--- config.mk ---
export PLATFORM = sky130hd
export DESIGN_NAME = ipv4_l4_checksum_regen_top
export DESIGN_NICKNAME = d
export VERILOG_FILES = /design/src/rtl/ilcr_pkg.sv /design/src/rtl/ilcr_accum.sv /design/src/rtl/ilcr_final.sv /design/src/rtl/ipv4_l4_checksum_regen_top.sv
export SDC_FILE = /design/constraint.sdc
export NUM_CORES = 1
export LEC_CHECK = 0
export BUFFER_PORTS_ARGS = -buffer_cell sky130_fd_sc_hd__buf_2
export CAP_MARGIN = 40
export CORE_MARGIN = 3
export CORE_UTILIZATION = 34
export CTS_BUF_LIST = sky130_fd_sc_hd__clkbuf_2 sky130_fd_sc_hd__clkbuf_4 sky130_fd_sc_hd__clkbuf_8
export CTS_CLUSTER_SIZE = 30
export DETAILED_ROUTE_END_ITERATION = 6
export MAX_ROUTING_LAYER = met4
export SLEW_MARGIN = 20
export SYNTH_ARGS = -nofsm -noshare
export SYNTH_HDL_FRONTEND = slang
export SYNTH_SLANG_ARGS = --single-unit
--- constraint.sdc ---
create_clock -name clk -period 32.7 [get_ports clk]
set_input_delay 3.27 -clock clk [delete_from_list [all_inputs] [get_ports clk]]
set_output_delay 3.27 -clock clk [all_outputs]
set_load 0.05 [all_outputs]
--- src/rtl/ilcr_pkg.sv ---
// Shared types, protocol codes and a ones'-complement fold helper for the checksum regenerator.
package ilcr_pkg;

  localparam logic [7:0] PROTO_TCP = 8'd6;
  localparam logic [7:0] PROTO_UDP = 8'd17;

  localparam logic [1:0] KIND_NONE = 2'd0;
  localparam logic [1:0] KIND_TCP  = 2'd1;
  localparam logic [1:0] KIND_UDP  = 2'd2;

  localparam logic [15:0] COUNT_MAX = 16'hffff;
  localparam logic [3:0]  MIN_IHL   = 4'd5;

  typedef struct packed {
    logic [7:0] data_byte;
    logic       last;
  } byte_item_t;

  typedef struct packed {
    logic [15:0] ip_checksum;
    logic [15:0] l4_checksum;
    logic [1:0]  l4_kind;
    logic        length_error;
  } result_t;

  // Per-packet totals captured when the last byte is taken.
  typedef struct packed {
    logic [15:0] byte_count;
    logic [3:0]  header_words;
    logic [15:0] total_length;
    logic [7:0]  protocol_number;
    logic [15:0] udp_length;
    logic [15:0] ip_sum;
    logic [15:0] l4_sum;
  } snap_t;

  // Fold an 18-bit sum of up to four 16-bit terms with end-around carry.
  function automatic logic [15:0] oc_fold(input logic [17:0] x);
    logic [16:0] t;
    t = {1'b0, x[15:0]} + {15'd0, x[17:16]};
    return t[15:0] + {15'd0, t[16]};
  endfunction

endpackage

--- src/rtl/ilcr_accum.sv ---
// Per-byte accumulator: running IP and TCP/UDP sums and captured header fields.
module ilcr_accum import ilcr_pkg::*; (
  input  logic       clk,
  input  logic       rst,
  input  logic       byte_valid,
  output logic       byte_stall,
  input  byte_item_t byte_item,
  output logic       snap_valid,
  input  logic       snap_stall,
  output snap_t      snap
);

  logic [15:0] byte_count;
  logic [15:0] ip_sum;
  logic [15:0] l4_sum;
  logic [3:0]  header_words;
  logic [15:0] total_length;
  logic [7:0]  protocol_number;
  logic [15:0] udp_length;
  logic [31:0] udp_hold;

  logic [15:0] byte_count_next;
  logic [15:0] ip_sum_next;
  logic [15:0] l4_sum_next;
  logic [3:0]  header_words_next;
  logic [15:0] total_length_next;
  logic [7:0]  protocol_number_next;
  logic [15:0] udp_length_next;
  logic [31:0] udp_hold_next;

  logic        accept;
  logic        take;
  logic [7:0]  b;
  logic [15:0] o;
  logic [3:0]  hw_eff;
  logic [15:0] hl16;
  logic [15:0] tlen_eff;
  logic [7:0]  proto_eff;
  logic [15:0] placed;
  logic [15:0] ip_add;
  logic [15:0] s;
  logic [15:0] tl;
  logic [15:0] ul_eff;
  logic [31:0] hold_eff;
  logic [15:0] w0, w1, w2;
  logic [15:0] ip_sum_upd;
  logic [15:0] l4_sum_upd;

  assign byte_stall = snap_valid && snap_stall;
  assign accept     = byte_valid && !byte_stall;

  assign b      = byte_item.data_byte;
  assign o      = byte_count;
  assign take   = (byte_count != COUNT_MAX);
  assign hw_eff = (o == 16'd0) ? b[3:0] : header_words;
  assign hl16   = {10'd0, hw_eff, 2'b00};
  assign placed = o[0] ? {8'd0, b} : {b, 8'd0};
  assign s      = o - hl16;

  always_comb begin
    tlen_eff = total_length;
    if (o == 16'd2) tlen_eff = {b, total_length[7:0]};
    if (o == 16'd3) tlen_eff = {total_length[15:8], b};
  end

  assign proto_eff = (o == 16'd9) ? b : protocol_number;
  assign tl        = tlen_eff - hl16;
  assign ip_add    = ((o < hl16) && (o != 16'd10) && (o != 16'd11)) ? placed : 16'd0;

  // Transport contributions; the header span and the payload span never overlap.
  always_comb begin
    w0       = 16'd0;
    w1       = 16'd0;
    w2       = 16'd0;
    ul_eff   = udp_length;
    hold_eff = udp_hold;
    if (hw_eff >= MIN_IHL) begin
      if (o >= 16'd12 && o < 16'd20) begin
        w0 = placed;
      end else if (o >= hl16) begin
        if (proto_eff == PROTO_TCP) begin
          if (s < tl && s != 16'd16 && s != 16'd17) w0 = placed;
        end else if (proto_eff == PROTO_UDP) begin
          if (s < 16'd4) begin
            unique case (s[1:0])
              2'd0: hold_eff[31:24] = b;
              2'd1: hold_eff[23:16] = b;
              2'd2: hold_eff[15:8]  = b;
              2'd3: hold_eff[7:0]   = b;
            endcase
          end else if (s == 16'd4) begin
            ul_eff = {b, udp_length[7:0]};
          end else if (s == 16'd5) begin
            // Length field complete: add the held header bytes that lie inside it.
            ul_eff = {udp_length[15:8], b};
            w0 = {(ul_eff > 16'd0) ? udp_hold[31:24] : 8'd0,
                  (ul_eff > 16'd1) ? udp_hold[23:16] : 8'd0};
            w1 = {(ul_eff > 16'd2) ? udp_hold[15:8] : 8'd0,
                  (ul_eff > 16'd3) ? udp_hold[7:0] : 8'd0};
            w2 = {(ul_eff > 16'd4) ? udp_length[15:8] : 8'd0,
                  (ul_eff > 16'd5) ? b : 8'd0};
          end else if (s >= 16'd8 && s < udp_length) begin
            w0 = placed;
          end
        end
      end
    end
  end

  assign ip_sum_upd = oc_fold({2'b00, ip_sum} + {2'b00, ip_add});
  assign l4_sum_upd = oc_fold({2'b00, l4_sum} + {2'b00, w0} + {2'b00, w1} + {2'b00, w2});

  // Past the counter limit, drop the byte and hold everything.
  always_comb begin
    byte_count_next      = byte_count;
    ip_sum_next          = ip_sum;
    l4_sum_next          = l4_sum;
    header_words_next    = header_words;
    total_length_next    = total_length;
    protocol_number_next = protocol_number;
    udp_length_next      = udp_length;
    udp_hold_next        = udp_hold;
    if (take) begin
      byte_count_next      = byte_count + 16'd1;
      ip_sum_next          = ip_sum_upd;
      l4_sum_next          = l4_sum_upd;
      header_words_next    = hw_eff;
      total_length_next    = tlen_eff;
      protocol_number_next = proto_eff;
      udp_length_next      = ul_eff;
      udp_hold_next        = hold_eff;
    end
  end

  always_ff @(posedge clk) begin
    if (rst) begin
      snap_valid      <= 1'b0;
      byte_count      <= 16'd0;
      ip_sum          <= 16'd0;
      l4_sum          <= 16'd0;
      header_words    <= 4'd0;
      total_length    <= 16'd0;
      protocol_number <= 8'd0;
      udp_length      <= 16'd0;
      udp_hold        <= 32'd0;
    end else begin
      if (accept && byte_item.last) begin
        snap_valid <= 1'b1;
      end else if (snap_valid && !snap_stall) begin
        snap_valid <= 1'b0;
      end
      if (accept) begin
        if (byte_item.last) begin
          byte_count      <= 16'd0;
          ip_sum          <= 16'd0;
          l4_sum          <= 16'd0;
          header_words    <= 4'd0;
          total_length    <= 16'd0;
          protocol_number <= 8'd0;
          udp_length      <= 16'd0;
          udp_hold        <= 32'd0;
        end else begin
          byte_count      <= byte_count_next;
          ip_sum          <= ip_sum_next;
          l4_sum          <= l4_sum_next;
          header_words    <= header_words_next;
          total_length    <= total_length_next;
          protocol_number <= protocol_number_next;
          udp_length      <= udp_length_next;
          udp_hold        <= udp_hold_next;
        end
      end
    end
  end

  always_ff @(posedge clk) begin
    if (accept && byte_item.last) begin
      snap.byte_count      <= byte_count_next;
      snap.header_words    <= header_words_next;
      snap.total_length    <= total_length_next;
      snap.protocol_number <= protocol_number_next;
      snap.udp_length      <= udp_length_next;
      snap.ip_sum          <= ip_sum_next;
      snap.l4_sum          <= l4_sum_next;
    end
  end

endmodule

--- src/rtl/ilcr_final.sv ---
// Finish stage: pseudo-header add, complement, length checks and result register.
module ilcr_final import ilcr_pkg::*; (
  input  logic    clk,
  input  logic    rst,
  input  logic    snap_valid,
  output logic    snap_stall,
  input  snap_t   snap,
  output logic    result_valid,
  input  logic    result_stall,
  output result_t result
);

  logic        load;
  logic [15:0] hl16;
  logic [15:0] tl;
  logic [16:0] tcp_end;
  logic [16:0] udp_end;
  logic [16:0] udp_hdr_end;
  logic [16:0] cnt17;
  logic        is_tcp;
  logic        is_udp;
  logic        hw_ok;
  logic [15:0] l4_len;
  logic [15:0] l4_fold;
  result_t     result_next;

  assign snap_stall = result_valid && result_stall;
  assign load       = snap_valid && !snap_stall;

  assign hl16        = {10'd0, snap.header_words, 2'b00};
  assign tl          = snap.total_length - hl16;
  assign cnt17       = {1'b0, snap.byte_count};
  assign tcp_end     = {1'b0, hl16} + {1'b0, tl};
  assign udp_end     = {1'b0, hl16} + {1'b0, snap.udp_length};
  assign udp_hdr_end = {1'b0, hl16} + 17'd6;
  assign hw_ok       = (snap.header_words >= MIN_IHL);
  assign is_tcp      = hw_ok && (snap.protocol_number == PROTO_TCP);
  assign is_udp      = hw_ok && (snap.protocol_number == PROTO_UDP);
  assign l4_len      = is_tcp ? tl : snap.udp_length;
  assign l4_fold     = oc_fold({2'b00, snap.l4_sum} + {10'd0, snap.protocol_number}
                               + {2'b00, l4_len});

  always_comb begin
    result_next.ip_checksum  = ~snap.ip_sum;
    result_next.l4_checksum  = 16'd0;
    result_next.l4_kind      = KIND_NONE;
    result_next.length_error = !hw_ok || (snap.byte_count < hl16)
                               || (snap.byte_count < snap.total_length);
    if (is_tcp) begin
      result_next.l4_kind     = KIND_TCP;
      result_next.l4_checksum = ~l4_fold;
      if (cnt17 < tcp_end) result_next.length_error = 1'b1;
    end else if (is_udp) begin
      result_next.l4_kind     = KIND_UDP;
      result_next.l4_checksum = ~l4_fold;
      if (cnt17 < udp_hdr_end || cnt17 < udp_end) result_next.length_error = 1'b1;
    end
  end

  always_ff @(posedge clk) begin
    if (rst) begin
      result_valid <= 1'b0;
    end else if (load) begin
      result_valid <= 1'b1;
    end else if (!result_stall) begin
      result_valid <= 1'b0;
    end
  end

  always_ff @(posedge clk) begin
    if (load) begin
      result <= result_next;
    end
  end

endmodule

--- src/rtl/ipv4_l4_checksum_regen_top.sv ---
// Path: a packet's totals are registered in the snapshot, then in the result register.
// Throughput: one byte transaction per cycle when not stalled, back to back across packet
//   boundaries; the byte accumulator and the finish stage each hold one register stage.
// Stalls: the snapshot register and the result register hold under stall, and byte input
//   stalls only while both of them are full and the result is stalled.
// Reset: rst (synchronous) clears all per-packet sums and fields and drops pending results.
module ipv4_l4_checksum_regen_top import ilcr_pkg::*; (
  input  logic       clk,
  input  logic       rst,
  input  logic       byte_valid,
  output logic       byte_stall,
  input  byte_item_t byte_item,
  output logic       result_valid,
  input  logic       result_stall,
  output result_t    result
);

  // Snapshot of one packet's totals, passed from the accumulator to the finish stage.
  logic  snap_valid;
  logic  snap_stall;
  snap_t snap;

  // Fold every byte into the running IP header sum and transport sum; capture the
  // totals and clear per-packet state on the last byte.
  ilcr_accum u_accum (
    .clk        (clk),
    .rst        (rst),
    .byte_valid (byte_valid),
    .byte_stall (byte_stall),
    .byte_item  (byte_item),
    .snap_valid (snap_valid),
    .snap_stall (snap_stall),
    .snap       (snap)
  );

  // Add the pseudo-header protocol and length, complement, check the lengths and
  // register the result transaction.
  ilcr_final u_final (
    .clk          (clk),
    .rst          (rst),
    .snap_valid   (snap_valid),
    .snap_stall   (snap_stall),
    .snap         (snap),
    .result_valid (result_valid),
    .result_stall (result_stall),
    .result       (result)
  );

`ifndef SYNTH
  // Input must back up whenever the snapshot stage is blocked.
  a_stall_backs_up: assert property (@(posedge clk) disable iff (rst)
    (snap_valid && snap_stall) |-> byte_stall)
    else $error("byte input not stalled while snapshot stage is blocked");

  // A last byte always produces a snapshot in the next cycle.
  a_last_makes_snap: assert property (@(posedge clk) disable iff (rst)
    (byte_valid && !byte_stall && byte_item.last) |=> snap_valid)
    else $error("last byte accepted but no snapshot formed");

  // A snapshot taken by the finish stage shows up as a result in the next cycle.
  a_snap_to_result: assert property (@(posedge clk) disable iff (rst)
    (snap_valid && !snap_stall) |=> result_valid)
    else $error("snapshot consumed but no result registered");

  // Without a transport protocol the transport checksum reads zero.
  a_no_kind_zero_sum: assert property (@(posedge clk) disable iff (rst)
    (result_valid && result.l4_kind == KIND_NONE) |-> (result.l4_checksum == 16'd0))
    else $error("transport checksum nonzero with no transport protocol");
`endif

endmodule
# Word-level counts from Yosys, hierarchy flattened
# Index checks and enable logic that the tools add are counted.
[word_totals]
ff_bits = 253
input_bits = 13
[op_classes]
add_sub_neg = 19
n_lt_le_gt_ge = 21
n_eq_ne = 20
muxes = 81
n_bitwise = 2
n_reduce_logical = 35
[op_table]
columns = ["op", "n"]
rows = [
  ["$mux W16", 48],
  ["$mux W32", 8],
  ["$mux W8", 14],
  ["$add A18 B16 Y18", 3],
  ["$add A16 B2 Y17", 3],
  ["$lt A16 B17 Y1", 3],
  ["$add A16 B1 Y16", 3],
  ["$lt A16 B16 Y1", 3],
  ["$sub A16 B6 Y16", 3],
  ["$mux W19", 2],
  ["$reduce_and A9 Y1", 4],
  ["$add A16 B16 Y17", 2],
  ["$add A6 B16 Y17", 2],
  ["$eq A16 B2 Y1 const B", 2],
  ["$eq A16 B3 Y1 const B", 2],
  ["$ge A16 B4 Y1 const B", 2],
  ["$gt A16 B1 Y1 const B", 2],
  ["$gt A16 B2 Y1 const B", 2],
  ["$gt A16 B3 Y1 const B", 2],
  ["$lt A16 B6 Y1", 2],
  ["$ne A16 B4 Y1 const B", 2],
  ["$ne A16 B5 Y1 const B", 2],
  ["$not A16 Y16", 2],
  ["$reduce_bool A2 Y1", 10],
  ["other kinds (22)", 50],
]

# Logic depth before layout (Yosys ltp)
# Gate-level depths: netlist of run 1.
[depth]
ltp_word = 21
mapped_depth = 66
ltp_nobuf = 63

# Modules after synthesis
# Synthesis of run 1 repeated with hierarchy kept, for this count alone.
[unflattened]
cells_unflattened = 2441
area_unflattened_um2 = 21400.5
[modules_own_cells]
columns = ["module", "n_inst", "cells_each", "area_per_inst_um2"]
rows = [
  ["ilcr_accum", 1, 1826, 15990.3],
  ["ilcr_final", 1, 615, 5410.2],
]

# Worst setup path before layout of run 1
# No wires, ideal clock.
[synth_path]
path_type = "input-to-reg"
startpoint = "in byte_item[3] (netlist name)"
endpoint = "reg u_accum.l4_sum[8]"
arrival_time_ns = 13.947
required_ns = 32.635
path_slack_ns = 18.688
cell_stages = 60
n_path_buf = 3
cell_sequence = "clkbuf_1 clkbuf_1 mux2_2 inv_1 ha_1 inv_1 maj3_1 a21oi_1 o21ai_0 or3_1 nor2_1 xnor2_1 ha_1 a21o_1 a21oi_1 nor2b_1 a2111oi_0 nor2_1 [24 not listed] nand2b_1 xor2_1 ha_1 fa_1 and3_1 and3_1 clkbuf_1 nand4b_1 nor3_1 ha_1 ha_1 nand3_1 nor3b_1 o21ai_0 xor2_1 a21oi_1 a22oi_1 nor2_1"
[synth_via]
elab_chain_len = 20
word_cells_on_any_way = 67
[synth_rtl]
columns = ["item", "line_no", "rtl"]
rows = [
  ["start: declaration", "ipv4_l4_checksum_regen_top.sv:12", "input byte_item_t byte_item,"],
  ["$mux W4", "ilcr_accum.sv:55", "assign hw_eff = (o == 16'd0) ? b[3:0] : header_words;"],
  ["$sub A16 B6 Y16", "ilcr_accum.sv:58", "assign s = o - hl16;"],
  ["$ge A16 B4 Y1 / $lt A16 B16 Y1 (equally long branches)", "ilcr_accum.sv:102", "end else if (s >= 16'd8 && s < udp_length) begin"],
  ["$logic_and A1 B1 Y1", "ilcr_accum.sv:102", ""],
  ["$mux W16", "ilcr_accum.sv:102", ""],
  ["$mux W16", "ilcr_accum.sv:93", "end else if (s == 16'd5) begin"],
  ["$mux W16", "ilcr_accum.sv:91", "end else if (s == 16'd4) begin"],
  ["$mux W16", "ilcr_accum.sv:84", "if (s < 16'd4) begin"],
  ["[5 not listed]", "n/a", ""],
  ["$add A16 B16 Y17", "ilcr_accum.sv:111", "assign l4_sum_upd = oc_fold({2'b00, l4_sum} + {2'b00, w0} + {2'b00, w1} + {2'b00, w2});"],
  ["$add A18 B16 Y18", "ilcr_accum.sv:111", ""],
  ["$add A18 B16 Y18 *", "ilcr_accum.sv:111", ""],
  ["$add A16 B2 Y17 *", "ilcr_pkg.sv:40", "t = {1'b0, x[15:0]} + {15'd0, x[17:16]};"],
  ["$add A16 B1 Y16 *", "ilcr_pkg.sv:41", "return t[15:0] + {15'd0, t[16]};"],
  ["$mux W16 *", "ilcr_accum.sv:123", "if (take) begin"],
  ["via u_accum.l4_sum_next[8]", "ilcr_accum.sv:24", "logic [15:0] l4_sum_next;"],
  ["$mux W16 *", "ilcr_accum.sv:153", "if (byte_item.last) begin"],
  ["end signal: assignment", "ilcr_accum.sv:165", "l4_sum <= l4_sum_next;"],
  ["end: declaration", "ilcr_accum.sv:15", "logic [15:0] l4_sum;"],
]
# The timed path passes the listed nets; every way through them passes the cells marked *.
# A chain may end at the register's enable or synchronous reset.

# Final worst setup path of run 1
[layout_path]
startpoint = "in byte_item[2] (netlist name)"
endpoint = "reg u_accum.l4_sum[8]"
# The elaborated chain is that of the path after synthesis.

==> flow_summary.toml, run 1 <==
[synth]
synth_most_common_cell = "nor2_1"
synth-main-ff-cell = "edfxtp_1"
syn-num-nets = 2452
synthCells = 2223
ys_ff_latch = 253
synth.distinct_cells = 89
synth_common_cells = "nor2_1, ha_1, nand2_1, inv_1"
yosys_warnings = 0
synth-edff-count = 127
yosys.area.top_type_share_pct = 19.4
synth_area_leader_cell = "edfxtp_1"
ys_seq_area_share_pct = 32.2
async_reset_ff_share_pct = 0
ys_top_cells_by_area = "edfxtp_1, dfxtp_1, ha_1"
syn_area_sq_um = 19700
syn_avg_cell_area_sq_um = 8.85

[setup_path]
worstSetupStartpointType = "primary input"
worstReg2RegEnd = "u_accum.l4_sum[8]"
worstSetupPathType = "primary input to register"
crit_path_end_kind = "register"
reg2reg_depth = 62
rrSetupSlack_ns = 18.10
cp-startpoint = "byte_item[2]"
worstPathRequired_ns = 33.22
max_stage_delay_ns = 0.55
worstPathArrival_ns = 15.60
path_common_cell = "ha_1"
crit_slowest_cell = "a2111oi_0"
crit_fanout = 18
r2r_start = "u_accum.byte_count[1]"

[grt]
grt_use_total_pct = 21.5
antenna_found_initial = 2
grt_max_degree = 59
grt_pass1_vias = 16500
grt.overflow.total = 0
grt_pass1_wl_mm = 97.4

[clock_tree]
cts_hold_buffers = 0
clk_pin_slew_ns = 0.06
cts_root_buffer = "clkbuf_8"
clock_latency_ns = 0.62
postCtsSetupBuffers = 0
cts_tree = "yes"
htree_num_levels = 2
cts_max_path_buffers = 3
clock-sinks = 253
ctsResizeCount = 0
cts_made_buffers = 48

[hold_path]
min_path_cells = 2
hold_path_startpoint = "u_accum.udp_length[4]"
hold_class = "register to register"
hold_path_end = "u_accum.udp_length[4]"

[sta]
setup-tns-final_ns = 0
final_hold_viol_count = 0
final.period_utilization_pct = 46.1
fmax_mhz = 66.3
rsz0062_at_grt = "no"
hold_ws_ns = 0.478
setup-violations-final = 0
min_period_ns = 15.08
clock_skew_ns = 0.0330
slew_violations = 0
slew_headroom_pct = 35.1
worstMarginPinSlew_ns = 0.964

[detailed_routing]
via_count = 16800
wire_per_inst_um = 20.8
drtAntennaViolNets = 0
first_iter_violations = 1466
wl_mm = 63.6
drc = 0
viasPerCell = 5.49
dr.pass1.iters = 6

[flow_run]
drv_cap = 0

[finish]
final_util_pct = 38.4
synthToLayoutAreaGrowth_pct = 11.0
stdcell_area_sq_um = 21800
final_layout_size_suffix_gt1_share_pct = 10.7
num-nets-final = 2485

[pwr]
p_leak_nw = 9.01
power.density_nw_per_um2 = 38.9
power.total_mw = 0.849
peakVddDrop_v = 0.0000314

[placed_design]
portBuffers = 49
hpwl_mm = 49.1
place.gp.congestion = 0.946
placed_cell_area_sq_um = 20700

[floorplanning]
start_util_pct = 34.6
io_pins = 50
fp.dieW_um = 246
fp-row-count = 87
dieArea_sq_um = 60800
coreArea_sq_um = 56800
chipHeight_um = 246

[outcome]
status = "finished clean"
## cells by family (layout without fill, tap and decap cells)
| logic type | count (synthesis) | after routing | synth area share (%) |
|---|---|---|---|
| XOR/XNOR | 212 | 212 | 9.51 |
| buffers and inverters | 233 | 306 | 4.68 |
| AND/OR/NAND/NOR | 730 | 730 | 18.4 |
| multiplexers | 37 | 37 | 2.09 |
| flip-flops | 253 | 253 | 32.2 |
| adder cells (fa/ha/maj) | 219 | 219 | 14.9 |
| AO/OA/AOI/OAI | 539 | 539 | 18.2 |
| other | 0 | 2 | 0 |
## layout by cell type, fill, tap and decap left out, types with 70 or more instances in the layout
cell type	instances
a21oi_1	127
dfxtp_1	126
edfxtp_1	127
ha_1	190
inv_1	140
nand2_1	167
nand3_1	70
nor2_1	212
o21ai_0	115
xnor2_1	122
xor2_1	89
## where the power goes
part / switching [mW] / internal (mW) / total (mW) / leakage (nW)
Clock: 0.148 / 0.209 / 0.358 / 0.580
Combinational: 0.0923 / 0.0521 / 0.144 / 6.22
Sequential: 0.00630 / 0.340 / 0.347 / 2.22
Total: 0.247 / 0.602 / 0.849 / 9.01
## worst max path at each step
stage | depth (start not counted) | slack [ns] | endpoint
after floorplan | 60 | 18.69 | u_accum.l4_sum[8]
after global placement | 58 | 17.07 | u_accum.l4_sum[8]
after detailed placement | 59 | 17.17 | u_accum.l4_sum[8]
after CTS | 59 | 17.76 | u_accum.l4_sum[8]
after global routing | 59 | 16.33 | u_accum.l4_sum[8]
final | 59 | 17.62 | u_accum.l4_sum[8]
## area by class of cell
cell class,instances,area (sq um)
Clock buffer,73,905
Antenna cell,2,5.00
Inverter,143,541
Timing Repair Buffer,73,455
Sequential cell,253,6340
Fill cell,5775,35000
Tap cell,756,946
Multi-Input combinational cell,1737,12400
Clock inverter,17,196
## stage by stage
step / setup slack [ns] / std cells
final: 17.62 / 3054
after global routing: 16.33 / 3054
after CTS: 17.76 / 3050
after detailed placement: 17.17 / 2960
after global placement: 17.07 / 2957
after floorplan: 18.69 / 2223
## state kept, by name, indices dropped and copies added, names as in the netlist, 4 cells and up
name / count
u_accum.snap: 92
u_accum.udp_hold: 32
u_accum.l4_sum: 16
u_accum.ip_sum: 16
u_accum.header_words: 4
u_accum.udp_length: 16
u_final.result: 35
u_accum.protocol_number: 8
u_accum.total_length: 16
u_accum.byte_count: 16
## layer usage
layer	track usage (%)	share of wire (%)	vias up
met1	27.1	44	7984
met5	-	0	-
met4	9.55	4.4	0
met3	2.86	5.8	145
li1	-	-	8083
met2	34.4	46	549
## critical path, delay by kind of cell
kind,cells,cell delay (ns)
muxes,1,0.14
and+or+nand+nor,17,3.23
xor gates and xnor gates,5,0.94
AOI/OAI and AO/OA,23,4.84
adders and majority gates,9,2.48
buffers and inverters,4,0.70
Power figures use the tool's default switching activity.
==> run 2, diff against run 1 <==
clock period = 12.42 ns   (was 32.7 ns; I/O delays follow)
==> flow_summary.toml, run 2 (synthesis results as in run 1) <==
[outcome]
status = "finished clean"

[setup_path]
crit_family = "simple AND/OR/NAND/NOR gates"
reg2reg_depth = 62
worstReg2RegEnd = "u_accum.l4_sum[5]"
max_stage_delay_ns = 0.45
crit_path_end_kind = "register"
path_common_cell = "ha_2"
worstSetupPathType = "register to register"
crit_slowest_cell = "fa_1"
worstPathRequired_ns = 12.89
rrSetupSlack_ns = 0.63
r2r_start = "u_accum.byte_count[0]"
crit_fanout = 6
worstPathArrival_ns = 12.27
worstPathBufferInverterCount = 5
worstSetupStartpointType = "register"

[finish]
layout_commonest_cell = "nor2_1"
reg_top3 = "u_accum.snap (92), u_final.result (35), u_accum.udp_hold (32)"
num-nets-final = 2566
largest_reg_flops = 92
final_layout_size_suffix_gt1_share_pct = 16.3
synthToLayoutAreaGrowth_pct = 15.6
top_register = "u_accum.snap"
multi_input_area_sq_um = 12800
final_util_pct = 40.0
final_cell_mix = "nor2_1, ha_1, nand2_1"
fillers = 5705
stdcell_count = 3132
seqCellArea_sq_um = 6340

[placed_design]
portBuffers = 49
hpwl_mm = 50.6
place_inst = 3015
place_ws_ns = -0.189
place.gp.congestion = 0.953

[grt]
grt_pass1_wl_mm = 99.3
grt_max_degree = 63
grt.overflow.total = 0
grt_use_total_pct = 21.9
antenna_found_initial = 2
grt_pass1_vias = 16700

[detailed_routing]
viasPerCell = 5.51
first_iter_violations = 1241
drtAntennaViolNets = 0
wl_mm = 66.1
wire_per_inst_um = 21.1
drc = 0
dr.pass1.iters = 5
via_count = 17300

[floorplanning]
start_util_pct = 34.6
io_pins = 50
fp.dieW_um = 246
fp-row-count = 87
chipHeight_um = 246
coreArea_sq_um = 56800
dieArea_sq_um = 60800

[clock_tree]
cts_root_buffer = "clkbuf_8"
cts_hold_buffers = 0
clock_latency_ns = 0.64
clk_pin_slew_ns = 0.07
cts_max_path_buffers = 3
cts_made_buffers = 50
htree_num_levels = 2
clock-sinks = 253
cts_tree = "yes"

[hold_path]
hold_path_end = "u_accum.udp_length[6]"
hold_path_startpoint = "u_accum.udp_length[6]"
hold_class = "register to register"
min_path_cells = 2

[sta]
min_period_ns = 11.79
worstMarginPinSlew_ns = 0.892
final.period_utilization_pct = 95.0
slew_violations = 0
setup-violations-final = 0
setup-tns-final_ns = 0
clock_skew_ns = 0.0350
fin_ws_ns = 0.626
fmax_mhz = 84.8
slew_headroom_pct = 40.3
final_hold_viol_count = 0

[pwr]
p_leak_nw = 9.44
power.density_nw_per_um2 = 97.2
power.total_mw = 2.21
peakVddDrop_v = 0.0000600

[flow_run]
drv_cap = 0
-- run 2: cell types whose count changed in the layout (fill, tap and decap cells not counted), sizes merged --
| cell | previous run | this run |
|---|---|---|
| dlymetal6s2s | 0 | 1 |
| clkinvlp | 3 | 2 |
| bufinv | 4 | 2 |
| diode | 2 | 1 |
| buf | 73 | 151 |
| clkbuf | 73 | 68 |
| clkinv | 11 | 19 |
-- run 2: final cells by class --
cell class | instances | share of cell area (%)
flip-flops and latches | 253 | 27.9
clock inverters | 22 | 0.704
multi-input cells | 1737 | 56.4
inverters | 143 | 2.38
clock buffers | 68 | 3.81
repair buffers | 152 | 4.63
diodes | 1 | 0.0110
well taps | 756 | 4.16
-- run 2: worst min-delay path, stage by stage (launching register included) --
cell     delay (ns)
dfxtp_1        0.31
o21ai_0        0.06
a21oi_1        0.06
-- run 2: report_power, final --
part / total, mW / switching, mW / leakage, nW / internal (mW)
clock: 0.887 / 0.392 / 0.550 / 0.494
combinational: 0.410 / 0.255 / 6.67 / 0.155
sequential: 0.915 / 0.0180 / 2.22 / 0.897
total: 2.21 / 0.665 / 9.44 / 1.55
-- run 2: how the worst max path moves through the flow --
stage	start	to	slack (ns)	depth (start not counted)
2_1_floorplan	u_accum.byte_count[1]	u_accum.l4_sum[8]	0.12	62
3_3_place_gp	byte_item[4]	u_accum.snap[11]	-0.07	61
3_5_place_dp	byte_item[4]	u_accum.l4_sum[6]	-0.19	62
4_1_cts	u_accum.byte_count[0]	u_accum.l4_sum[6]	0.07	61
5_1_grt	u_accum.byte_count[1]	u_accum.snap[11]	-0.12	64
6_report	u_accum.byte_count[0]	u_accum.l4_sum[5]	0.63	62
-- run 2: what timing repair did --
| item | in CTS | in global routing |
|---|---|---|
| hold endpoints to repair | 0 | 0 |
| setup buffers | 5 | 19 |
| setup endpoints to repair | 23 | 32 |
| pin swaps | 1 | 44 |
| gates resized for setup | 11 | 86 |
| cloned | 0 | 0 |
-- run 2: routing by layer --
layer	vias to the layer above	track usage [%]	wire length (um)
li1	8235	-	-
met2	510	35.6	31300
met1	8399	27.5	29000
met4	0	8.48	2660
met5	-	-	0
met3	121	3.10	3220
-- run 2: through the flow --
| step | cell area (sq um) | hold WS (ns) |
|---|---|---|
| floorplan | 19700 | 0.441 |
| global placement | 21100 | 0.462 |
| detailed placement | 21100 | 0.456 |
| CTS | 22200 | 0.474 |
| global route | 22700 | 0.498 |
| finish | 22700 | 0.473 |
==> run 3, diff against run 2 <==
ABC_AREA = 1   (was default)
==> flow_summary.toml, run 3 <==
[flow_run]
drv_cap = 0

[synth]
synth_common_cells = "nand2_1, inv_1, nor2_1, a21oi_1, ha_1"
synth.distinct_cells = 64
ys_top_cells_by_area = "edfxtp_1, nand2_1, dfxtp_1"
async_reset_ff_share_pct = 0
synth-main-ff-cell = "edfxtp_1"
synth-edff-count = 127
synth_area_leader_cell = "edfxtp_1"
yosys_warnings = 0
syn_avg_cell_area_sq_um = 7.08
ys_ff_latch = 253
synth_most_common_cell = "nand2_1"
synthCells = 3053
yosys.area.top_type_share_pct = 17.6
syn-num-nets = 3282
ys_seq_area_share_pct = 29.3
syn_area_sq_um = 21600

[finish]
stdcell_area_sq_um = 24200
final_layout_size_suffix_gt1_share_pct = 10.2
final_cell_mix = "nand2_1, inv_1, nor2_1"
synthToLayoutAreaGrowth_pct = 12.1
stdcell_count = 4010
final_util_pct = 38.9
top_register = "u_accum.snap"
layout_commonest_cell = "nand2_1"
reg_top3 = "u_accum.snap (92), u_final.result (35), u_accum.udp_hold (32)"
num-nets-final = 3368
largest_reg_flops = 92

[pwr]
power.density_nw_per_um2 = 88.5
p_leak_nw = 11.2
power.total_mw = 2.15
peakVddDrop_v = 0.0000635

[clock_tree]
clock_latency_ns = 0.63
cts_tree = "yes"
clock-sinks = 253
cts_hold_buffers = 0
cts_max_path_buffers = 3
clk_pin_slew_ns = 0.06
cts_made_buffers = 46
htree_num_levels = 2
cts_root_buffer = "clkbuf_8"

[grt]
grt_max_degree = 60
grt_use_total_pct = 19.8
grt_pass1_wl_mm = 102
grt.overflow.total = 0
antenna_found_initial = 2
grt_pass1_vias = 18600

[setup_path]
crit_family = "simple AND/OR/NAND/NOR gates"
crit_fanout = 6
worstPathRequired_ns = 12.98
worstSetupStartpointType = "register"
path_depth = 84
worstPathArrival_ns = 11.81
crit_path_end_kind = "register"
worstSetupPathType = "register to register"
path_common_cell = "nand2_1"
crit_slowest_cell = "fa_1"
max_stage_delay_ns = 0.52
worstPathBufferInverterCount = 8
reg2reg_depth = 84

[outcome]
status = "finished clean"

[floorplanning]
io_pins = 50
coreArea_sq_um = 62300
start_util_pct = 34.7
fp.dieW_um = 258
fp-row-count = 91
dieArea_sq_um = 66700
chipHeight_um = 258

[sta]
slew_violations = 0
final_hold_viol_count = 0
worstMarginPinSlew_ns = 0.764
clock_skew_ns = 0.0577
setup-violations-final = 0
fmax_mhz = 88.9
slew_headroom_pct = 47.8
final.period_utilization_pct = 90.6
min_period_ns = 11.25

[hold_path]
min_path_cells = 2
hold_class = "register to register"

[detailed_routing]
via_count = 20100
first_iter_violations = 1625
viasPerCell = 5.01
drc = 0
wire_per_inst_um = 16.2
dr.pass1.iters = 6
drtAntennaViolNets = 0
wl_mm = 64.8

[placed_design]
portBuffers = 49
placed_cell_area_sq_um = 23000
hpwl_mm = 51.3
place.gp.congestion = 0.981
place_inst = 3911
==> run 3: cell count changes after synthesis, sizes merged, moves of 42 or more <==
cell,previous run,this run
nand2,168,790
inv,143,397
a21oi,130,280
nand3,71,186
nor2,214,318
xnor2,122,41
a22oi,62,0
nand4,18,64
a22o,43,1
==> run 3: path summary, 6_finish.rpt <==
check                              start             endpoint  slack, ns
hold / removal       u_accum.udp_hold[1]  u_accum.udp_hold[1]       0.46
setup / recovery  u_accum.byte_count[13]   u_accum.l4_sum[13]       1.17
setup reg to reg  u_accum.byte_count[13]   u_accum.l4_sum[13]       1.17
hold reg to reg      u_accum.udp_hold[1]  u_accum.udp_hold[1]       0.46
==> run 3: area by class of cell <==
class,instances,area [sq um]
Antenna cell,1,2.50
Fill cell,6641,38000
Clock buffer,59,743
Tap cell,837,1050
Sequential cell,253,6350
Inverter,400,1500
Timing Repair Buffer,115,836
Multi-Input combinational cell,2323,13600
Clock inverter,22,150
==> run 3: timing repair <==
item,CTS,global route
setup endpoints to repair,0,28
gates resized for setup,0,55
buffers inserted,0,16
==> run 3: report_power, final <==
part | total, mW | internal, mW | switching (mW)
Combinational | 0.451 | 0.153 | 0.298
Sequential | 0.916 | 0.899 | 0.0173
Clock | 0.778 | 0.416 | 0.362
==> run 3: through the flow <==
| stage | setup WS [ns] | TNS, ns | hold WS [ns] |
|---|---|---|---|
| after floorplan | 1.42 | 0 | 0.430 |
| after global placement | 0.268 | 0 | 0.444 |
| after detailed placement | 0.137 | 0 | 0.451 |
| after CTS | 0.465 | 0 | 0.459 |
| after global routing | -0.0277 | -0.0480 | 0.479 |
| final | 1.17 | 0 | 0.457 |
==> run 3: logic make-up (layout without fill, tap and decap cells) <==
kind of cell	Yosys count	count (layout)	synth area share, %
compound gates	503	503	12.8
xor+xnor	141	141	5.71
fa+ha+maj	216	216	13.4
buf+inv	478	596	8.76
flops	253	253	29.3
mux	3	3	0.145
other cells	0	1	0
simple gates	1459	1460	29.9
==> run 3: tightest hold or removal path, stage by stage (launching register included) <==
cell and delay, ns:
dfxtp_1 0.29, inv_1 0.06, a21oi_1 0.05
==> run 3: per-layer routing <==
| metal | track usage, % | up-vias | routed length (um) |
|---|---|---|---|
| met2 | 30.2 | 566 | 28200 |
| li1 | - | 10300 | - |
| met5 | - | - | 0 |
| met3 | 2.42 | 110 | 3530 |
| met1 | 27.3 | 9181 | 31100 |
| met4 | 6.17 | 0 | 2070 |
